File: config.mk
export PLATFORM = sky130hd
export DESIGN_NAME = modular_exponentiation_flat
export DESIGN_NICKNAME = d
export VERILOG_FILES = /design/src/rtl/mexp_pkg.sv /design/src/rtl/mexp_if.sv /design/src/rtl/mexp_datapath.sv /design/src/rtl/mexp_ctrl.sv /design/src/rtl/modular_exponentiation.sv /design/src/flat_wrapper.sv
export SDC_FILE = /design/constraint.sdc
export NUM_CORES = 1
export LEC_CHECK = 0
export BUFFER_PORTS_ARGS = -buffer_cell sky130_fd_sc_hd__buf_2
export CORE_MARGIN = 4
export CORE_UTILIZATION = 60
export CTS_CLUSTER_SIZE = 10
export DETAILED_ROUTE_END_ITERATION = 6
export GPL_TIMING_DRIVEN = 0
export PLACE_DENSITY = 0.79
export SLEW_MARGIN = 10
export SYNTH_ARGS = -nofsm -noshare
export SYNTH_HDL_FRONTEND = slang
export SYNTH_HIERARCHICAL = 1
export SYNTH_SLANG_ARGS = --single-unit
export TNS_END_PERCENT = 10
File: constraint.sdc
create_clock -name clk -period 7.35 [get_ports clk]
set_input_delay 1.1025 -clock clk [delete_from_list [all_inputs] [get_ports clk]]
set_output_delay 1.1025 -clock clk [all_outputs]
set_load 0.05 [all_outputs]
File: src/rtl/mexp_pkg.sv
// Shared constants, types and codes of the modular exponentiation block.
package mexp_pkg;

  // Width of modulus, base and residue, and of each exponent.
  localparam int MOD_BITS  = 16;
  localparam int EXP_BITS  = 16;
  localparam int CNT_W     = $clog2(MOD_BITS);
  localparam int BIT_W     = $clog2(EXP_BITS);
  localparam int CFG_IDX_W = 2;

  // Configuration register indexes.
  localparam logic [CFG_IDX_W-1:0] CFG_MODULUS  = CFG_IDX_W'(0);
  localparam logic [CFG_IDX_W-1:0] CFG_PUB_EXP  = CFG_IDX_W'(1);
  localparam logic [CFG_IDX_W-1:0] CFG_PRIV_EXP = CFG_IDX_W'(2);

  // Register values after reset.
  localparam logic [MOD_BITS-1:0] RST_MODULUS  = MOD_BITS'(253);
  localparam logic [EXP_BITS-1:0] RST_PUB_EXP  = EXP_BITS'(3);
  localparam logic [EXP_BITS-1:0] RST_PRIV_EXP = EXP_BITS'(147);

  // Operation codes on the input channel.
  localparam logic OP_ENCRYPT = 1'b0;
  localparam logic OP_DECRYPT = 1'b1;

  // Controller states.
  typedef enum logic [3:0] {
    ST_IDLE,
    ST_RED,
    ST_RED_END,
    ST_SQ_LD,
    ST_SQ,
    ST_SQ_END,
    ST_MU_LD,
    ST_MU,
    ST_MU_END,
    ST_DONE
  } state_t;

  // Datapath operations.
  typedef enum logic [2:0] {
    DP_NOP,
    DP_LOAD,
    DP_RED,
    DP_RED_END,
    DP_MUL_LD,
    DP_MUL,
    DP_MUL_END
  } dp_op_t;

  // Command from controller to datapath.
  typedef struct packed {
    dp_op_t op;
    logic   sel_base;
    logic   exp_shift;
  } dp_cmd_t;

  // Status from datapath to controller.
  typedef struct packed {
    logic special;
    logic exp_msb;
  } dp_status_t;

endpackage

File: src/rtl/mexp_if.sv
// Valid/ready channel interfaces for input, result and configuration beats.
interface mexp_in_if import mexp_pkg::*; ();
  logic                valid;
  logic                ready;
  logic                op;
  logic [MOD_BITS-1:0] value;
  logic                last_in;

  modport source (output valid, output op, output value, output last_in, input ready);
  modport sink   (input valid, input op, input value, input last_in, output ready);
endinterface

interface mexp_out_if import mexp_pkg::*; ();
  logic                valid;
  logic                ready;
  logic [MOD_BITS-1:0] residue;
  logic                last_out;

  modport source (output valid, output residue, output last_out, input ready);
  modport sink   (input valid, input residue, input last_out, output ready);
endinterface

interface mexp_cfg_if import mexp_pkg::*; ();
  logic                 valid;
  logic                 ready;
  logic [CFG_IDX_W-1:0] index;
  logic [MOD_BITS-1:0]  data;

  modport source (output valid, output index, output data, input ready);
  modport sink   (input valid, input index, input data, output ready);
endinterface

File: src/rtl/mexp_datapath.sv
// Datapath: base reduction and shift-and-add modular multiply registers.
module mexp_datapath import mexp_pkg::*; (
  input  logic                clk,
  input  dp_cmd_t             cmd,
  input  logic                in_op,
  input  logic [MOD_BITS-1:0] in_value,
  input  logic                in_last,
  input  logic [MOD_BITS-1:0] modulus,
  input  logic [EXP_BITS-1:0] pub_exp,
  input  logic [EXP_BITS-1:0] priv_exp,
  output dp_status_t          status,
  output logic [MOD_BITS-1:0] residue,
  output logic                last
);

  logic [MOD_BITS-1:0] base_r, base_nxt;
  logic [MOD_BITS-1:0] acc_r, acc_nxt;
  logic [MOD_BITS-1:0] r_r, r_nxt;
  logic [MOD_BITS-1:0] mb_r, mb_nxt;
  logic [EXP_BITS-1:0] exp_r, exp_nxt;
  logic                zexp_r, zexp_nxt;
  logic                zmod_r, zmod_nxt;
  logic                last_r, last_nxt;

  logic [EXP_BITS-1:0] exp_sel;
  logic [MOD_BITS:0]   mod_ext;
  logic [MOD_BITS:0]   red_t;
  logic [MOD_BITS-1:0] red_q;
  logic [MOD_BITS:0]   dbl_t;
  logic [MOD_BITS-1:0] dbl_q;
  logic [MOD_BITS:0]   sum_t;
  logic [MOD_BITS-1:0] sum_q;

  assign exp_sel = (in_op == OP_DECRYPT) ? priv_exp : pub_exp;
  assign mod_ext = {1'b0, modulus};

  // One restoring step of base mod modulus: shift in the next base bit.
  always_comb begin
    red_t = {acc_r, base_r[MOD_BITS-1]};
    red_q = (red_t >= mod_ext) ? MOD_BITS'(red_t - mod_ext) : red_t[MOD_BITS-1:0];
  end

  // One step of the interleaved multiply: double, then add r when the bit is set.
  always_comb begin
    dbl_t = {acc_r, 1'b0};
    dbl_q = (dbl_t >= mod_ext) ? MOD_BITS'(dbl_t - mod_ext) : dbl_t[MOD_BITS-1:0];
    sum_t = {1'b0, dbl_q} + (mb_r[MOD_BITS-1] ? {1'b0, r_r} : '0);
    sum_q = (sum_t >= mod_ext) ? MOD_BITS'(sum_t - mod_ext) : sum_t[MOD_BITS-1:0];
  end

  // Register updates per command.
  always_comb begin
    base_nxt = base_r;
    acc_nxt  = acc_r;
    r_nxt    = r_r;
    mb_nxt   = mb_r;
    exp_nxt  = exp_r;
    zexp_nxt = zexp_r;
    zmod_nxt = zmod_r;
    last_nxt = last_r;
    case (cmd.op)
      DP_LOAD: begin
        base_nxt = in_value;
        acc_nxt  = '0;
        exp_nxt  = exp_sel;
        zexp_nxt = (exp_sel == '0);
        zmod_nxt = (modulus == '0);
        last_nxt = in_last;
      end
      DP_RED: begin
        acc_nxt  = red_q;
        base_nxt = {base_r[MOD_BITS-2:0], 1'b0};
      end
      DP_RED_END: begin
        base_nxt = acc_r;
        r_nxt    = (modulus == MOD_BITS'(1)) ? '0 : MOD_BITS'(1);
      end
      DP_MUL_LD: begin
        acc_nxt = '0;
        mb_nxt  = cmd.sel_base ? base_r : r_r;
      end
      DP_MUL: begin
        acc_nxt = sum_q;
        mb_nxt  = {mb_r[MOD_BITS-2:0], 1'b0};
      end
      DP_MUL_END: begin
        r_nxt = acc_r;
      end
      default: begin
      end
    endcase
    if (cmd.exp_shift) begin
      exp_nxt = {exp_r[EXP_BITS-2:0], 1'b0};
    end
  end

  always_ff @(posedge clk) begin
    base_r <= base_nxt;
    acc_r  <= acc_nxt;
    r_r    <= r_nxt;
    mb_r   <= mb_nxt;
    exp_r  <= exp_nxt;
    zexp_r <= zexp_nxt;
    zmod_r <= zmod_nxt;
    last_r <= last_nxt;
  end

  // A zero exponent gives one; otherwise a zero modulus gives zero.
  assign status.special = zexp_r | zmod_r;
  assign status.exp_msb = exp_r[EXP_BITS-1];
  assign residue = zexp_r ? MOD_BITS'(1) : (zmod_r ? '0 : r_r);
  assign last    = last_r;

endmodule

File: src/rtl/mexp_ctrl.sv
// Controller: sequences reduction, square and multiply steps per item.
module mexp_ctrl import mexp_pkg::*; (
  input  logic       clk,
  input  logic       rst_n,
  input  logic       in_valid,
  input  logic       out_free,
  input  dp_status_t status,
  output dp_cmd_t    cmd,
  output logic       in_ready,
  output logic       out_load
);

  state_t           state_r, state_nxt;
  logic [CNT_W-1:0] cnt_r, cnt_nxt;
  logic [BIT_W-1:0] bit_r, bit_nxt;
  logic             cnt_end;
  logic             bit_end;

  assign cnt_end = (cnt_r == CNT_W'(MOD_BITS - 1));
  assign bit_end = (bit_r == BIT_W'(EXP_BITS - 1));

  // Next state and step counters.
  always_comb begin
    state_nxt = state_r;
    cnt_nxt   = cnt_r;
    bit_nxt   = bit_r;
    case (state_r)
      ST_IDLE: begin
        cnt_nxt = '0;
        if (in_valid) begin
          state_nxt = ST_RED;
        end
      end
      ST_RED: begin
        if (status.special) begin
          state_nxt = ST_DONE;
        end else begin
          cnt_nxt = cnt_r + 1'b1;
          if (cnt_end) begin
            state_nxt = ST_RED_END;
          end
        end
      end
      ST_RED_END: begin
        bit_nxt   = '0;
        state_nxt = ST_SQ_LD;
      end
      ST_SQ_LD: begin
        cnt_nxt   = '0;
        state_nxt = ST_SQ;
      end
      ST_SQ: begin
        cnt_nxt = cnt_r + 1'b1;
        if (cnt_end) begin
          state_nxt = ST_SQ_END;
        end
      end
      ST_SQ_END: begin
        if (status.exp_msb) begin
          state_nxt = ST_MU_LD;
        end else if (bit_end) begin
          state_nxt = ST_DONE;
        end else begin
          bit_nxt   = bit_r + 1'b1;
          state_nxt = ST_SQ_LD;
        end
      end
      ST_MU_LD: begin
        cnt_nxt   = '0;
        state_nxt = ST_MU;
      end
      ST_MU: begin
        cnt_nxt = cnt_r + 1'b1;
        if (cnt_end) begin
          state_nxt = ST_MU_END;
        end
      end
      ST_MU_END: begin
        if (bit_end) begin
          state_nxt = ST_DONE;
        end else begin
          bit_nxt   = bit_r + 1'b1;
          state_nxt = ST_SQ_LD;
        end
      end
      ST_DONE: begin
        if (out_free) begin
          state_nxt = ST_IDLE;
        end
      end
      default: begin
        state_nxt = ST_IDLE;
      end
    endcase
  end

  // Commands and handshake outputs.
  always_comb begin
    cmd.op        = DP_NOP;
    cmd.sel_base  = 1'b0;
    cmd.exp_shift = 1'b0;
    in_ready      = 1'b0;
    out_load      = 1'b0;
    case (state_r)
      ST_IDLE: begin
        in_ready = 1'b1;
        if (in_valid) begin
          cmd.op = DP_LOAD;
        end
      end
      ST_RED: begin
        if (!status.special) begin
          cmd.op = DP_RED;
        end
      end
      ST_RED_END: begin
        cmd.op = DP_RED_END;
      end
      ST_SQ_LD: begin
        cmd.op = DP_MUL_LD;
      end
      ST_SQ: begin
        cmd.op = DP_MUL;
      end
      ST_SQ_END: begin
        cmd.op        = DP_MUL_END;
        cmd.exp_shift = !status.exp_msb;
      end
      ST_MU_LD: begin
        cmd.op       = DP_MUL_LD;
        cmd.sel_base = 1'b1;
      end
      ST_MU: begin
        cmd.op = DP_MUL;
      end
      ST_MU_END: begin
        cmd.op        = DP_MUL_END;
        cmd.exp_shift = 1'b1;
      end
      ST_DONE: begin
        out_load = out_free;
      end
      default: begin
      end
    endcase
  end

  always_ff @(posedge clk) begin
    if (!rst_n) begin
      state_r <= ST_IDLE;
      cnt_r   <= '0;
      bit_r   <= '0;
    end else begin
      state_r <= state_nxt;
      cnt_r   <= cnt_nxt;
      bit_r   <= bit_nxt;
    end
  end

endmodule

File: src/rtl/modular_exponentiation.sv
// Modular exponentiation: one beat in gives value to the selected exponent modulo
// the configured modulus. An item first reduces the base with one restoring step a
// cycle, then walks all 16 exponent bits from the top, each bit taking a modular
// square and, for a set bit, a modular multiply; both run on one shift-and-add
// unit that handles one multiplier bit per cycle. A zero exponent or a zero modulus
// skips the reduction and the exponent walk. Items are worked one at a time; the
// next beat is taken as soon as the result sits in the output register.
// Configuration writes are taken at any time and must only be issued while idle.
module modular_exponentiation import mexp_pkg::*; (
  input logic           clk,
  input logic           rst_n,
  mexp_in_if.sink       in_ch,
  mexp_out_if.source    out_ch,
  mexp_cfg_if.sink      cfg_ch
);

  logic [MOD_BITS-1:0] modulus_r;
  logic [EXP_BITS-1:0] pub_exp_r;
  logic [EXP_BITS-1:0] priv_exp_r;
  logic                out_valid_r;
  logic [MOD_BITS-1:0] out_residue_r;
  logic                out_last_r;

  dp_cmd_t             cmd;
  dp_status_t          status;
  logic                in_ready;
  logic                out_load;
  logic                out_free;
  logic [MOD_BITS-1:0] dp_residue;
  logic                dp_last;

  // Configuration registers; writes to unused indexes are dropped.
  assign cfg_ch.ready = 1'b1;

  always_ff @(posedge clk) begin
    if (!rst_n) begin
      modulus_r  <= RST_MODULUS;
      pub_exp_r  <= RST_PUB_EXP;
      priv_exp_r <= RST_PRIV_EXP;
    end else if (cfg_ch.valid) begin
      case (cfg_ch.index)
        CFG_MODULUS:  modulus_r  <= cfg_ch.data;
        CFG_PUB_EXP:  pub_exp_r  <= EXP_BITS'(cfg_ch.data);
        CFG_PRIV_EXP: priv_exp_r <= EXP_BITS'(cfg_ch.data);
        default: begin
        end
      endcase
    end
  end

  mexp_ctrl u_ctrl (
    .clk      (clk),
    .rst_n    (rst_n),
    .in_valid (in_ch.valid),
    .out_free (out_free),
    .status   (status),
    .cmd      (cmd),
    .in_ready (in_ready),
    .out_load (out_load)
  );

  mexp_datapath u_dp (
    .clk      (clk),
    .cmd      (cmd),
    .in_op    (in_ch.op),
    .in_value (in_ch.value),
    .in_last  (in_ch.last_in),
    .modulus  (modulus_r),
    .pub_exp  (pub_exp_r),
    .priv_exp (priv_exp_r),
    .status   (status),
    .residue  (dp_residue),
    .last     (dp_last)
  );

  assign in_ch.ready = in_ready;

  // Output register: holds a finished result until its beat is taken.
  assign out_free = !out_valid_r || out_ch.ready;

  always_ff @(posedge clk) begin
    if (!rst_n) begin
      out_valid_r <= 1'b0;
    end else if (out_load) begin
      out_valid_r <= 1'b1;
    end else if (out_ch.ready) begin
      out_valid_r <= 1'b0;
    end
  end

  always_ff @(posedge clk) begin
    if (out_load) begin
      out_residue_r <= dp_residue;
      out_last_r    <= dp_last;
    end
  end

  assign out_ch.valid    = out_valid_r;
  assign out_ch.residue  = out_residue_r;
  assign out_ch.last_out = out_last_r;

  // An accepted beat keeps the block busy in the following cycle.
  a_busy_after_accept: assert property (@(posedge clk) disable iff (!rst_n)
    (in_ch.valid && in_ch.ready) |=> !in_ch.ready)
    else $error("input taken again right after an accepted beat");

  // A result never overwrites one that is still waiting.
  a_no_overwrite: assert property (@(posedge clk) disable iff (!rst_n)
    out_load |-> (!out_valid_r || out_ch.ready))
    else $error("result register overwritten while occupied");

  // A loaded residue is reduced, except the one from a zero exponent or a zero modulus.
  a_residue_reduced: assert property (@(posedge clk) disable iff (!rst_n)
    out_load |-> ((dp_residue < modulus_r) || (dp_residue == MOD_BITS'(1)) ||
                  (dp_residue == '0)))
    else $error("residue not below modulus");

endmodule

File: src/flat_wrapper.sv
// flat-port wrapper written by rule: the top's interface ports become plain ports
module modular_exponentiation_flat import mexp_pkg::*;
  (clk, rst_n, in_ch_valid, in_ch_op, in_ch_value, in_ch_last_in, in_ch_ready, out_ch_valid, out_ch_residue, out_ch_last_out, out_ch_ready, cfg_ch_valid, cfg_ch_index, cfg_ch_data, cfg_ch_ready);
  mexp_in_if in_ch_i ();
  mexp_out_if out_ch_i ();
  mexp_cfg_if cfg_ch_i ();
  input logic clk;
  input logic rst_n;
  input wire logic [$bits(in_ch_i.valid)-1:0] in_ch_valid;
  input wire logic [$bits(in_ch_i.op)-1:0] in_ch_op;
  input wire logic [$bits(in_ch_i.value)-1:0] in_ch_value;
  input wire logic [$bits(in_ch_i.last_in)-1:0] in_ch_last_in;
  output wire logic [$bits(in_ch_i.ready)-1:0] in_ch_ready;
  output wire logic [$bits(out_ch_i.valid)-1:0] out_ch_valid;
  output wire logic [$bits(out_ch_i.residue)-1:0] out_ch_residue;
  output wire logic [$bits(out_ch_i.last_out)-1:0] out_ch_last_out;
  input wire logic [$bits(out_ch_i.ready)-1:0] out_ch_ready;
  input wire logic [$bits(cfg_ch_i.valid)-1:0] cfg_ch_valid;
  input wire logic [$bits(cfg_ch_i.index)-1:0] cfg_ch_index;
  input wire logic [$bits(cfg_ch_i.data)-1:0] cfg_ch_data;
  output wire logic [$bits(cfg_ch_i.ready)-1:0] cfg_ch_ready;
  assign in_ch_i.valid = in_ch_valid;
  assign in_ch_i.op = in_ch_op;
  assign in_ch_i.value = in_ch_value;
  assign in_ch_i.last_in = in_ch_last_in;
  assign in_ch_ready = in_ch_i.ready;
  assign out_ch_valid = out_ch_i.valid;
  assign out_ch_residue = out_ch_i.residue;
  assign out_ch_last_out = out_ch_i.last_out;
  assign out_ch_i.ready = out_ch_ready;
  assign cfg_ch_i.valid = cfg_ch_valid;
  assign cfg_ch_i.index = cfg_ch_index;
  assign cfg_ch_i.data = cfg_ch_data;
  assign cfg_ch_ready = cfg_ch_i.ready;
  modular_exponentiation u_core (.clk(clk), .rst_n(rst_n), .in_ch(in_ch_i), .out_ch(out_ch_i), .cfg_ch(cfg_ch_i));
endmodule
* After elaboration in Yosys (flattened, before gate mapping)
Index checks and enable logic that the tools add are counted.
** Cells by class
- Add/sub/neg operators :: 6
- $lt $le $gt $ge :: 3
- Equality and inequality tests :: 27
- Mux-type cells :: 37
- Bitwise operators :: 1
- Reduce and logical (&&, ||, !) cells :: 27
** Operators with widths (count)
- 2-to-1 mux 16 bit :: 8
- case mux 16 bit (3 select lines) :: 2
- case mux 16 bit (2 select lines) :: 2
- >= comparator 17 x 16 -> 1 bit :: 3
- subtractor 16 bit :: 3
- 2-to-1 mux 4 bit :: 11
- case mux 4 bit (10 select lines) :: 1
- logical NOT 16 bit :: 2
- case mux 4 bit (3 select lines) :: 2
- case mux 3 bit (6 select lines) :: 1
- adder 16 x 16 -> 17 bit :: 1
- equality test 16 x 1 -> 1 bit (second input constant) :: 1
- equality test 4 x 3 -> 1 bit (second input constant) :: 4
- equality test 4 bit (second input constant) :: 4
- != test 2 bit (second input constant) :: 6
- nonzero test 3 bit :: 4
- AND reduction 2 bit :: 5
- OR reduction 2 bit :: 5
- equality test 3 bit (second input constant) :: 3
- adder 4 x 1 -> 4 bit (second input constant) :: 2
- equality test 4 x 2 -> 1 bit (second input constant) :: 2
- 2-to-1 mux 1 bit :: 8
- nonzero test 2 bit :: 4
- equality test 3 x 2 -> 1 bit (second input constant) :: 2
- other kinds (14) :: 15
** Storage, ports and cells
- Flip-flop bits (word level) :: 161
- Bits of input ports :: 41
- Word-level logic and storage cells :: 120

* Longest topological paths before layout
Gate-level depths: netlist of the first run.
- Depth after elaboration :: 6
- Mapped depth :: 31

* Modules after synthesis
Netlist of the first run, hierarchy kept.
** Modules (own cells, without submodules)
- mexp_datapath :: times used 1, cells each 800, area an instance 7247.0 µm²
- modular_exponentiation :: times used 1, cells each 207, area an instance 2453.6 µm²
- mexp_ctrl :: times used 1, cells each 127, area an instance 944.7 µm²

* Worst setup path before layout of the first run
OpenSTA, ideal clock, no wires.
- Path kind :: register to register
- From :: register u_core.u_dp.acc_r[2]
- To :: register u_core.u_dp.acc_r[11] (data pin)
- Arrival time :: 5.937 ns
- Path slack :: 1.153 ns
- Stages on the path, launching flop included :: 29
- Period minus slack after synthesis :: 6.197 ns
- Path through :: edfxtp_1 -> ha_1 -> clkbuf_1 -> nand2_1 -> o21a_1 -> a21oi_1 -> nor2_1 -> o31ai_2 -> buf_2 -> o21ai_0 -> fa_1 -> a211oi_1 -> o211ai_1 -> a41oi_1 -> o21ai_0 -> a21o_1 -> a21oi_1 -> xor2_1 -> inv_1 -> ha_1 -> nand2_1 -> nor4_1 -> a211oi_1 -> nand2_1 -> a31oi_1 -> a21boi_2 -> and2_1 -> buf_4 -> a221o_1
** On the way
- Word-level cells in the longest chain between the ends :: 6
- Elaborated cells on any way between the ends :: 11
- Classes of those cells :: add/sub: 4; order compare: 3; mux: 4
** Ends and longest elaborated chain
- from (decl) :: RTL line mexp_datapath.sv:17 : logic [MOD_BITS-1:0] acc_r, acc_nxt;
- from (signal assigned) :: RTL line mexp_datapath.sv:99 : acc_r <= acc_nxt;
- subtractor 16 bit or >= comparator 17 x 16 -> 1 bit (tied branches) :: RTL line mexp_datapath.sv:46 : dbl_q = (dbl_t >= mod_ext) ? MOD_BITS'(dbl_t - mod_ext) : dbl_t[MOD_BITS-1:0];
- 2-to-1 mux 16 bit :: RTL line mexp_datapath.sv:46
- adder 16 x 16 -> 17 bit :: RTL line mexp_datapath.sv:47 : sum_t = {1'b0, dbl_q} + (mb_r[MOD_BITS-1] ? {1'b0, r_r} : '0);
- subtractor 16 bit or >= comparator 17 x 16 -> 1 bit (tied branches) :: RTL line mexp_datapath.sv:48 : sum_q = (sum_t >= mod_ext) ? MOD_BITS'(sum_t - mod_ext) : sum_t[MOD_BITS-1:0];
- 2-to-1 mux 16 bit :: RTL line mexp_datapath.sv:48
- case mux 16 bit (3 select lines) (*) :: RTL line mexp_datapath.sv:61 : case (cmd.op)
- named net u_core.u_dp.acc_nxt[11] :: RTL line mexp_datapath.sv:17
The timed path passes the listed nets; every way through them passes the cells marked *.
A chain may end at the register's enable or synchronous reset.

* Worst setup path after layout of the first run
- From :: register u_core.u_dp.acc_r[5]
- To :: register u_core.u_dp.acc_r[1] (data pin)
** On the way
- Word-level cells in the longest chain between the ends :: 6
- Elaborated cells on any way between the ends :: 10
- Classes of those cells :: add/sub: 3; order compare: 3; mux: 4
** Ends and longest elaborated chain (RTL line)
- >= comparator 17 x 16 -> 1 bit or subtractor 16 bit (tied branches) :: mexp_datapath.sv:46
- 2-to-1 mux 16 bit :: mexp_datapath.sv:46
- adder 16 x 16 -> 17 bit :: mexp_datapath.sv:47
- subtractor 16 bit or >= comparator 17 x 16 -> 1 bit (tied branches) :: mexp_datapath.sv:48
- 2-to-1 mux 16 bit :: mexp_datapath.sv:48
- case mux 16 bit (3 select lines) (*) :: mexp_datapath.sv:61
- named net u_core.u_dp.acc_nxt[1] :: mexp_datapath.sv:17
Marked as above.

==> out/metrics.cfg, run 1 <==
[drt]
drc=0
drt_iter0_markers=927
vias=9006
routed_wl_um=28500
drtAntennaViolNets=0
viasPerCell=6.19
detail_route.wl_per_cell_um=19.6
drtPass1Iterations=6

[logic_synthesis]
yosysWarnings=6
synth_async_sr_flop_share_pct=0
synth_area_leader_cell=edfxtp_1
synthFlopType=edfxtp_1
ys_ff_latch=161
synthCells=1134
synth_nets=1230
yosysMostFrequentCell=nand2_1
synthTopCellsByArea=edfxtp_1, dfxtp_1, mux2i_1
synth_area_per_cell_um2=9.39
synth-edff-count=99
yosysUniqueCellTypes=73
netlist_area_um2=10600
synth_top_area_share_pct=27.9
yosysSeqAreaShare_pct=39.6
ys_top_cells_by_count=nand2_1, mux2i_1, edfxtp_1

[timing]
fin_tns_setup_ns=0
timing.hold.ws_ns=0.482
worst_slew_pin_slew_ns=0.944
period_share_pct=96.0
finClkSkew_ns=0.0112
grt_setup_unrepaired=no
hold_viol_final=0
finalMaxSlewViolations=0
slew_headroom_pct=37.0
setup_viol=0
finalCriticalPeriod_ns=7.05
fmaxAchievable_mhz=142

[die]
die_x_um=141
core_um2=17400
die_area_um2=19900
initial_core_util_pct=61.3
fp.dieH_um=141
ioPinCount=61
rows=48

[worst_setup_path]
crit_path_end_kind=flip-flop
critPathKind=flip-flop to flip-flop
cp.arrival_ns=7.20
worstPathRequired_ns=7.50
crit_path_max_fanout=10
start_kind=flip-flop

[finish]
n_antenna_cell=0
n_fill_cell=1381
drive_above_1_share_pct=11.6
ff_latch_area_um2=4220
multi_input_area_um2=5990
nNetsFinal=1313
synthToLayoutAreaGrowth_pct=11.9

[run]
drv_cap=0

[cts]
insertion_delay_ns=0.43
clock-sinks=161
cts_hold_buf=0
clockBufferDepth=2
cts_tree=yes
ctsRootBufferMaster=clkbuf_16
cts_buffers=17
htreeDepth=4
path_clk_slew_ns=0.06

[grt]
track_usage_pct=28.7
grt_max_degree=19
grt_overflow_total=0
antenna_found_initial=0
grt_pass1_vias=8634
grt_pass1_wl_um=45400

[power_and_ir_drop]
switchingPower_mw=2.93
switching_share_pct=46.3
pwr-share-clk_pct=14.0
p_int_mw=3.40
pwr-share-seq_pct=23.2
powerDensity_nw_per_um2=532
power_frac_comb_pct=62.9
leakage_nw=4.89
ir_drop_uv=351

[min_path]
min_path_type=flip-flop to flip-flop

[placement]
place_hpwl_um=21700
io_buffers=59
gp_congestion=1.01

[outcome]
status=finished, final reports clean

## per-stage QoR
| step | power, mW | cells | instance area (um^2) | worst slack, ns | util (%) |
|---|---|---|---|---|---|
| finish | 6.33 | 1455 | 11900 | 0.296 | 68.6 |
| global route | 6.77 | 1455 | 11900 | 0.0108 | 68.6 |
| CTS | 6.18 | 1451 | 11800 | 0.0798 | 68.2 |
| detailed placement | 5.27 | 1419 | 11200 | -0.156 | 64.8 |
| global placement | 5.17 | 1418 | 11200 | -0.0955 | 64.7 |
| floorplan | 4.36 | 1134 | 10600 | 1.15 | - |
## power by group through the flow
stage          Combinational, mW  Sequential [mW]  Clock [mW]
2_1_floorplan               2.96             1.40           0
3_3_place_gp                3.69             1.47           0
3_5_place_dp                3.79             1.47           0
4_1_cts                     3.83             1.46       0.893
5_1_grt                     4.36             1.48       0.930
6_report                    3.98             1.47       0.884
## flip-flops by register name, indices dropped and copies added, names as in the netlist, 16 cells and up
| register | cells |
|---|---|
| u_core/modulus_r | 16 |
| u_core/out_ch.residue | 16 |
| u_core/priv_exp_r | 16 |
| u_core/pub_exp_r | 16 |
| u_core/u_dp/acc_r | 16 |
| u_core/u_dp/base_r | 16 |
| u_core/u_dp/exp_r | 16 |
| u_core/u_dp/mb_r | 16 |
| u_core/u_dp/r_r | 16 |
## placed cells by master (no fill, tap or decap), types with 6 or more instances in the layout
| cell | count |
|---|---|
| a211oi_1 | 6 |
| a21o_1 | 27 |
| a21oi_1 | 63 |
| a221o_1 | 7 |
| a31oi_1 | 6 |
| and2_1 | 55 |
| and3_1 | 6 |
| buf_2 | 71 |
| buf_4 | 11 |
| clkbuf_1 | 37 |
| clkbuf_16 | 18 |
| dfxtp_1 | 61 |
| edfxtp_1 | 99 |
| ha_1 | 51 |
| inv_1 | 41 |
| mux2i_1 | 105 |
| nand2_1 | 140 |
| nand2b_1 | 9 |
| nand3_1 | 16 |
| nand3b_1 | 7 |
| nand4_1 | 7 |
| nor2_1 | 64 |
| nor2b_1 | 22 |
| nor3_1 | 15 |
| nor4_1 | 10 |
| o211ai_1 | 11 |
| o21a_1 | 8 |
| o21ai_0 | 62 |
| o21bai_1 | 7 |
| o221ai_1 | 7 |
| o31ai_1 | 19 |
| xnor2_1 | 35 |
| xor2_1 | 19 |
## worst paths after layout
check                                          start              endpoint  slack, ns  cells past startpoint
worst min register to register  u_core/modulus_r[10]  u_core/modulus_r[10]       0.48                      2
worst min-delay path            u_core/modulus_r[10]  u_core/modulus_r[10]       0.48                      2
worst max-delay path            u_core/u_dp/acc_r[5]  u_core/u_dp/acc_r[1]       0.30                     24
worst max register to register  u_core/u_dp/acc_r[5]  u_core/u_dp/acc_r[1]       0.30                     24
## cell families (layout without fill, tap and decap cells)
family | after synthesis | after routing | synth area share (%)
XOR/XNOR | 55 | 55 | 4.53
adder cells (fa/ha/maj) | 55 | 55 | 6.75
buffers and inverters | 106 | 202 | 4.57
AND/OR/NAND/NOR | 379 | 379 | 17.6
other | 1 | 1 | 0.0352
AO/OA/AOI/OAI | 269 | 269 | 16.7
multiplexers | 108 | 108 | 10.2
flip-flops | 161 | 161 | 39.6
## worst max-delay path, stage by stage, from the launching register on
cell and delay (ns):
edfxtp_1 0.55, ha_1 0.34, clkbuf_1 0.25, and3_1 0.29, nand2_1 0.09, a21oi_1 0.17, nor2_1 0.13, o31ai_4 0.41
clkbuf_1 0.43, a21oi_1 0.13, ha_1 0.37, a2111oi_0 0.42, o21ai_0 0.30, a21o_1 0.25, o31ai_1 0.31, xnor2_1 0.24
ha_1 0.35, a21o_1 0.19, a21o_1 0.20, a21o_1 0.19, a221o_1 0.39, a21boi_2 0.20, buf_6 0.18, nand2b_1 0.21
o221ai_1 0.17
## area by class of cell
type                            instances  area share, %
Buffer                                 64           2.78
Clock buffer                           20           3.93
Clock inverter                         12          0.988
Inverter                               41           1.29
Multi-Input combinational cell        867           50.3
Sequential cell                       161           35.4
Tap cell                              225           2.36
Timing Repair Buffer                   65           2.92
## metal layers
layer  share of wire (%)  global-route usage [%]
met5                   0                       0
met1                  43                    39.2
met2                  45                    44.8
met4                 2.7                    9.69
met3                 9.4                    7.09
## what timing repair did
item | in CTS | in global routing
pin swaps | 0 | 1
setup buffers | 0 | 5
setup endpoints to repair | 14 | 16
cloned | 0 | 0
resized for setup | 1 | 8
No activity file was read; power rests on OpenSTA's default activity.
==> run 2, diff against run 1 <==
CORE_ASPECT_RATIO = 1.75   (was unset)
==> out/metrics.cfg, run 2 (synthesized netlist as in run 1, its figures left out) <==
[die]
rows=64
fp.dieH_um=184
die_area_um2=20000
initial_core_util_pct=61.0
core_um2=17500
ioPinCount=61
die_x_um=109

[drt]
drtPass1Iterations=5
viasPerCell=6.14
drtAntennaViolNets=0
detail_route.wl_per_cell_um=20.0
vias=8971
routed_wl_um=29200
drc=0
drt_iter0_markers=517

[grt]
grt_max_degree=19
grt_overflow_total=0
grt_pass1_vias=9119
track_usage_pct=30.0
antenna_found_initial=0
grt_pass1_wl_um=46100

[worst_setup_path]
timing.rr.start=u_core/u_dp/acc_r[11]
cp.arrival_ns=7.26
ff2ff_setup_slack_ns=0.27
critPathKind=flip-flop to flip-flop
r2r_end=u_core/u_dp/acc_r[2]
cp_slowest_cell=edfxtp_1
critPathMaxStageDelay_ns=0.51
worstPathRequired_ns=7.53
crit_path_max_fanout=10
r2r_cells=26
cp_common_cell=ha_1
start_kind=flip-flop
crit_path_end_kind=flip-flop

[timing]
fin_ws_ns=0.267
timing.hold.ws_ns=0.419
setup_viol=0
slew_headroom_pct=32.5
hold_viol_final=0
fmaxAchievable_mhz=141
grt_setup_unrepaired=no
finalCriticalPeriod_ns=7.08
finalMaxSlewViolations=0
worst_slew_pin_slew_ns=1.00
finClkSkew_ns=0.00978
period_share_pct=96.4

[placement]
post_dp_cell_area_um2=11300
dpl.cell_count=1426
io_buffers=59
pre_cts_ws_ns=-0.547
gp_congestion=0.927
place_hpwl_um=22900

[min_path]
hold_start=u_core/u_dp/last
min_path_type=flip-flop to flip-flop
min_to=u_core/out_ch.last_out
hold_depth=0

[cts]
cts_buffers=17
clock-sinks=161
clockBufferDepth=2
htreeDepth=4
ctsRootBufferMaster=clkbuf_16
cts_tree=yes
insertion_delay_ns=0.43
path_clk_slew_ns=0.07

[finish]
mostFrequentLayoutCell=nand2_1
nNetsFinal=1313
final_core_util_pct=68.5
fin_area_um2=12000
synthToLayoutAreaGrowth_pct=12.3
n_antenna_cell=0
finalNonFillerCells=1461
mostFrequentLayoutCells=nand2_1, mux2i_1, edfxtp_1
drive_above_1_share_pct=12.0

[outcome]
status=finished, final reports clean

[power_and_ir_drop]
leakage_nw=4.90
powerDensity_nw_per_um2=534
ir_drop_uv=316

[run]
drv_cap=0

-- run 2: what timing repair did --
action	in CTS	in global routing
hold buffers	0	0
gates resized for setup	6	6
pin swaps	1	2
setup endpoints to repair	15	15
buffers inserted	1	2
-- run 2: worst max-delay path by stage --
stage	start	end	slack, ns	depth (start not counted)
after floorplan	u_core/u_dp/acc_r[2]	u_core/u_dp/acc_r[11]	1.15	28
after global placement	u_core/u_dp/acc_r[6]	u_core/u_dp/acc_r[1]	-0.36	28
after detailed placement	u_core/modulus_r[1]	u_core/u_dp/acc_r[1]	-0.55	28
after CTS	u_core/u_dp/acc_r[9]	u_core/u_dp/acc_r[1]	0.07	30
after global routing	u_core/modulus_r[13]	u_core/u_dp/acc_r[0]	0.04	31
final	u_core/u_dp/acc_r[11]	u_core/u_dp/acc_r[2]	0.27	26
-- run 2: through the flow --
stage | setup TNS [ns] | power, mW
floorplan | 0 | 4.36
finish | 0 | 6.38
global route | 0 | 6.81
global placement | -3.65 | 5.16
detailed placement | -6.36 | 5.27
CTS | 0 | 6.25
-- run 2: critical path, delay by kind of cell (launching register included) --
kind | cells | cell delay (ns)
adders and majority gates | 3 | 1.15
and+or+nand+nor | 7 | 1.70
buffers and inverters | 3 | 0.91
xor gates and xnor gates | 1 | 0.10
AOI/OAI and AO/OA | 12 | 2.47
DFF | 1 | 0.51
-- run 2: layer usage --
| metal | routed length [um] | vias up | global-route usage (%) |
|---|---|---|---|
| met5 | 0 | - | 0 |
| li1 | - | 4276 | - |
| met3 | 1340 | 108 | 4.10 |
| met4 | 2000 | 0 | 20.2 |
| met1 | 10300 | 4226 | 30.6 |
| met2 | 15500 | 361 | 55.2 |
-- run 2: layout make-up --
cell class	count	area (um^2)
multi-input cells	867	6020
flip-flops and latches	161	4210
repair buffers	64	344
fillers	1467	5500
inverters	41	154
plain buffers	65	333
clock buffers	20	500
clock inverters	12	100
well taps	231	289
-- run 2: power by group --
group	switching, mW	internal [mW]
logic	2.40	1.63
clock network	0.395	0.505
registers	0.164	1.28
total	2.96	3.42
==> run 3, diff against run 2 <==
RECOVER_POWER = 100   (was unset)
==> out/metrics.cfg, run 3 (synthesized netlist as in run 1, its figures left out) <==
[cts]
insertion_delay_ns=0.43
clockBufferDepth=2
htreeDepth=4
cts_tree=yes
path_clk_slew_ns=0.07
ctsRootBufferMaster=clkbuf_16
clock-sinks=161
cts_hold_buf=0
cts_buffers=17

[worst_setup_path]
crit_path_max_fanout=10
timing.rr.start=u_core/u_dp/acc_r[11]
crit_path_end_kind=flip-flop
critPathKind=flip-flop to flip-flop
crit_family=compound AO/OA/AOI/OAI gates
cp_slowest_cell=edfxtp_1
ff2ff_setup_slack_ns=0.30
cp.arrival_ns=7.23
r2r_end=u_core/u_dp/acc_r[2]
endpoint=u_core/u_dp/acc_r[2]
start_kind=flip-flop
worstPathRequired_ns=7.53
worst-path-buf-inv=3
r2r_cells=26
critPathMaxStageDelay_ns=0.51
cp.depth=26
cp_common_cell=ha_1
crit_path_start=u_core/u_dp/acc_r[11]

[finish]
n_fill_cell=1486
mostFrequentLayoutCells=nand2_1, mux2i_1, edfxtp_1
drive_above_1_share_pct=8.94
synthToLayoutAreaGrowth_pct=11.2
ff_latch_area_um2=4210
multi_input_area_um2=5960
mostFrequentLayoutCell=nand2_1
n_antenna_cell=0
nNetsFinal=1313

[drt]
drc=0
detail_route.wl_per_cell_um=20.1
vias=8998
drtPass1Iterations=5
viasPerCell=6.16
routed_wl_um=29300
drt_iter0_markers=535
drtAntennaViolNets=0

[outcome]
status=finished, violations left
failed_checks=capacitance limit, slew limit

[placement]
io_buffers=59
gp_congestion=0.927
place_hpwl_um=22900

[timing]
grt_setup_unrepaired=no
finClkSkew_ns=0.00950
worst_slew_pin_slew_ns=1.62
hold_viol_final=0
slew_headroom_pct=-8.39
setup_viol=0
timing.hold.ws_ns=0.419
finalMaxSlewViolations=19
finalCriticalPeriod_ns=7.05
fmaxAchievable_mhz=142
period_share_pct=95.9

[die]
initial_core_util_pct=61.0
die_area_um2=20000
core_um2=17500
die_x_um=109
rows=64
fp.dieH_um=184
ioPinCount=61

[grt]
grt_max_degree=19
grt_overflow_total=0
track_usage_pct=30.0
antenna_found_initial=0
grt_pass1_wl_um=46100
grt_pass1_vias=9119

[power_and_ir_drop]
power_mw=6.35
powerDensity_nw_per_um2=536
ir_drop_uv=318
leakage_nw=4.77

[run]
drv_cap=1

[min_path]
min_path_type=flip-flop to flip-flop

## run 3: changes by cell type in the layout (fill, tap and decap cells not counted), sizes merged
cell / delta
clkbuf: +34
buf: -34
## run 3: worst reg2reg max path, stage by stage, from the launching register on
cell	delay (ns)
edfxtp_1	0.51
ha_1	0.32
clkbuf_1	0.32
and3_1	0.26
nand3b_1	0.18
nor3_2	0.36
a21oi_2	0.13
o31ai_2	0.13
clkbuf_1	0.43
a21oi_1	0.13
ha_1	0.36
a2111oi_0	0.35
o21ai_0	0.30
a21o_1	0.26
a31oi_1	0.20
o211a_1	0.19
xnor2_1	0.10
ha_1	0.46
nand4_1	0.24
nor4_1	0.29
a211oi_1	0.15
nand2_1	0.09
a31oi_2	0.06
a21boi_2	0.21
and2_0	0.16
clkbuf_2	0.19
a221o_1	0.40
## run 3: worst min-delay path by stage
stage | cells after the start | endpoint | from | slack [ns]
finish | 0 | u_core/out_ch.last_out | u_core/u_dp/last | 0.42
global route | 0 | u_core/out_ch.last_out | u_core/u_dp/last | 0.42
CTS | 0 | u_core/out_ch.last_out | u_core/u_dp/last | 0.42
detailed placement | 0 | u_core/out_ch.last_out | u_core/u_dp/last | 0.41
global placement | 0 | u_core/out_ch.last_out | u_core/u_dp/last | 0.40
floorplan | 0 | u_core/out_ch.last_out | u_core/u_dp/last | 0.40
## run 3: layout make-up
type | instances | area share, %
multi-input cells | 867 | 50.4
repair buffers | 64 | 2.53
flip-flops and latches | 161 | 35.6
inverters | 41 | 1.30
clock inverters | 12 | 0.845
clock buffers | 20 | 4.23
well taps | 231 | 2.44
plain buffers | 65 | 2.71
## run 3: repair_timing
item	CTS	global route
resized for setup	6	6
setup endpoints to repair	15	15
endpoints found under the hold margin	0	0
setup buffers	1	2
pin swaps	1	2
## run 3: through the flow
step	TNS (ns)	cell area, um^2	utilization [%]	worst slack, ns	cells
global placement	-3.65	11200	64.3	-0.362	1424
CTS	0	11900	68.2	0.0678	1459
detailed placement	-6.36	11300	64.5	-0.547	1426
finish	0	11800	67.8	0.301	1461
global route	0	11800	67.8	0.0276	1461
floorplan	0	10600	-	1.15	1134
## run 3: layer usage
layer	wire length, um	GRT usage (%)	vias to the layer above
met1	10500	30.6	4266
met3	1240	4.10	104
met5	0	0	-
met2	15600	55.2	345
met4	1960	20.2	0
li1	-	-	4283
## run 3: report_power, final
part           leakage, nW  switching [mW]  internal [mW]
Combinational         3.00            2.39           1.60
Sequential            1.46           0.165           1.29
Clock                0.304           0.400          0.505
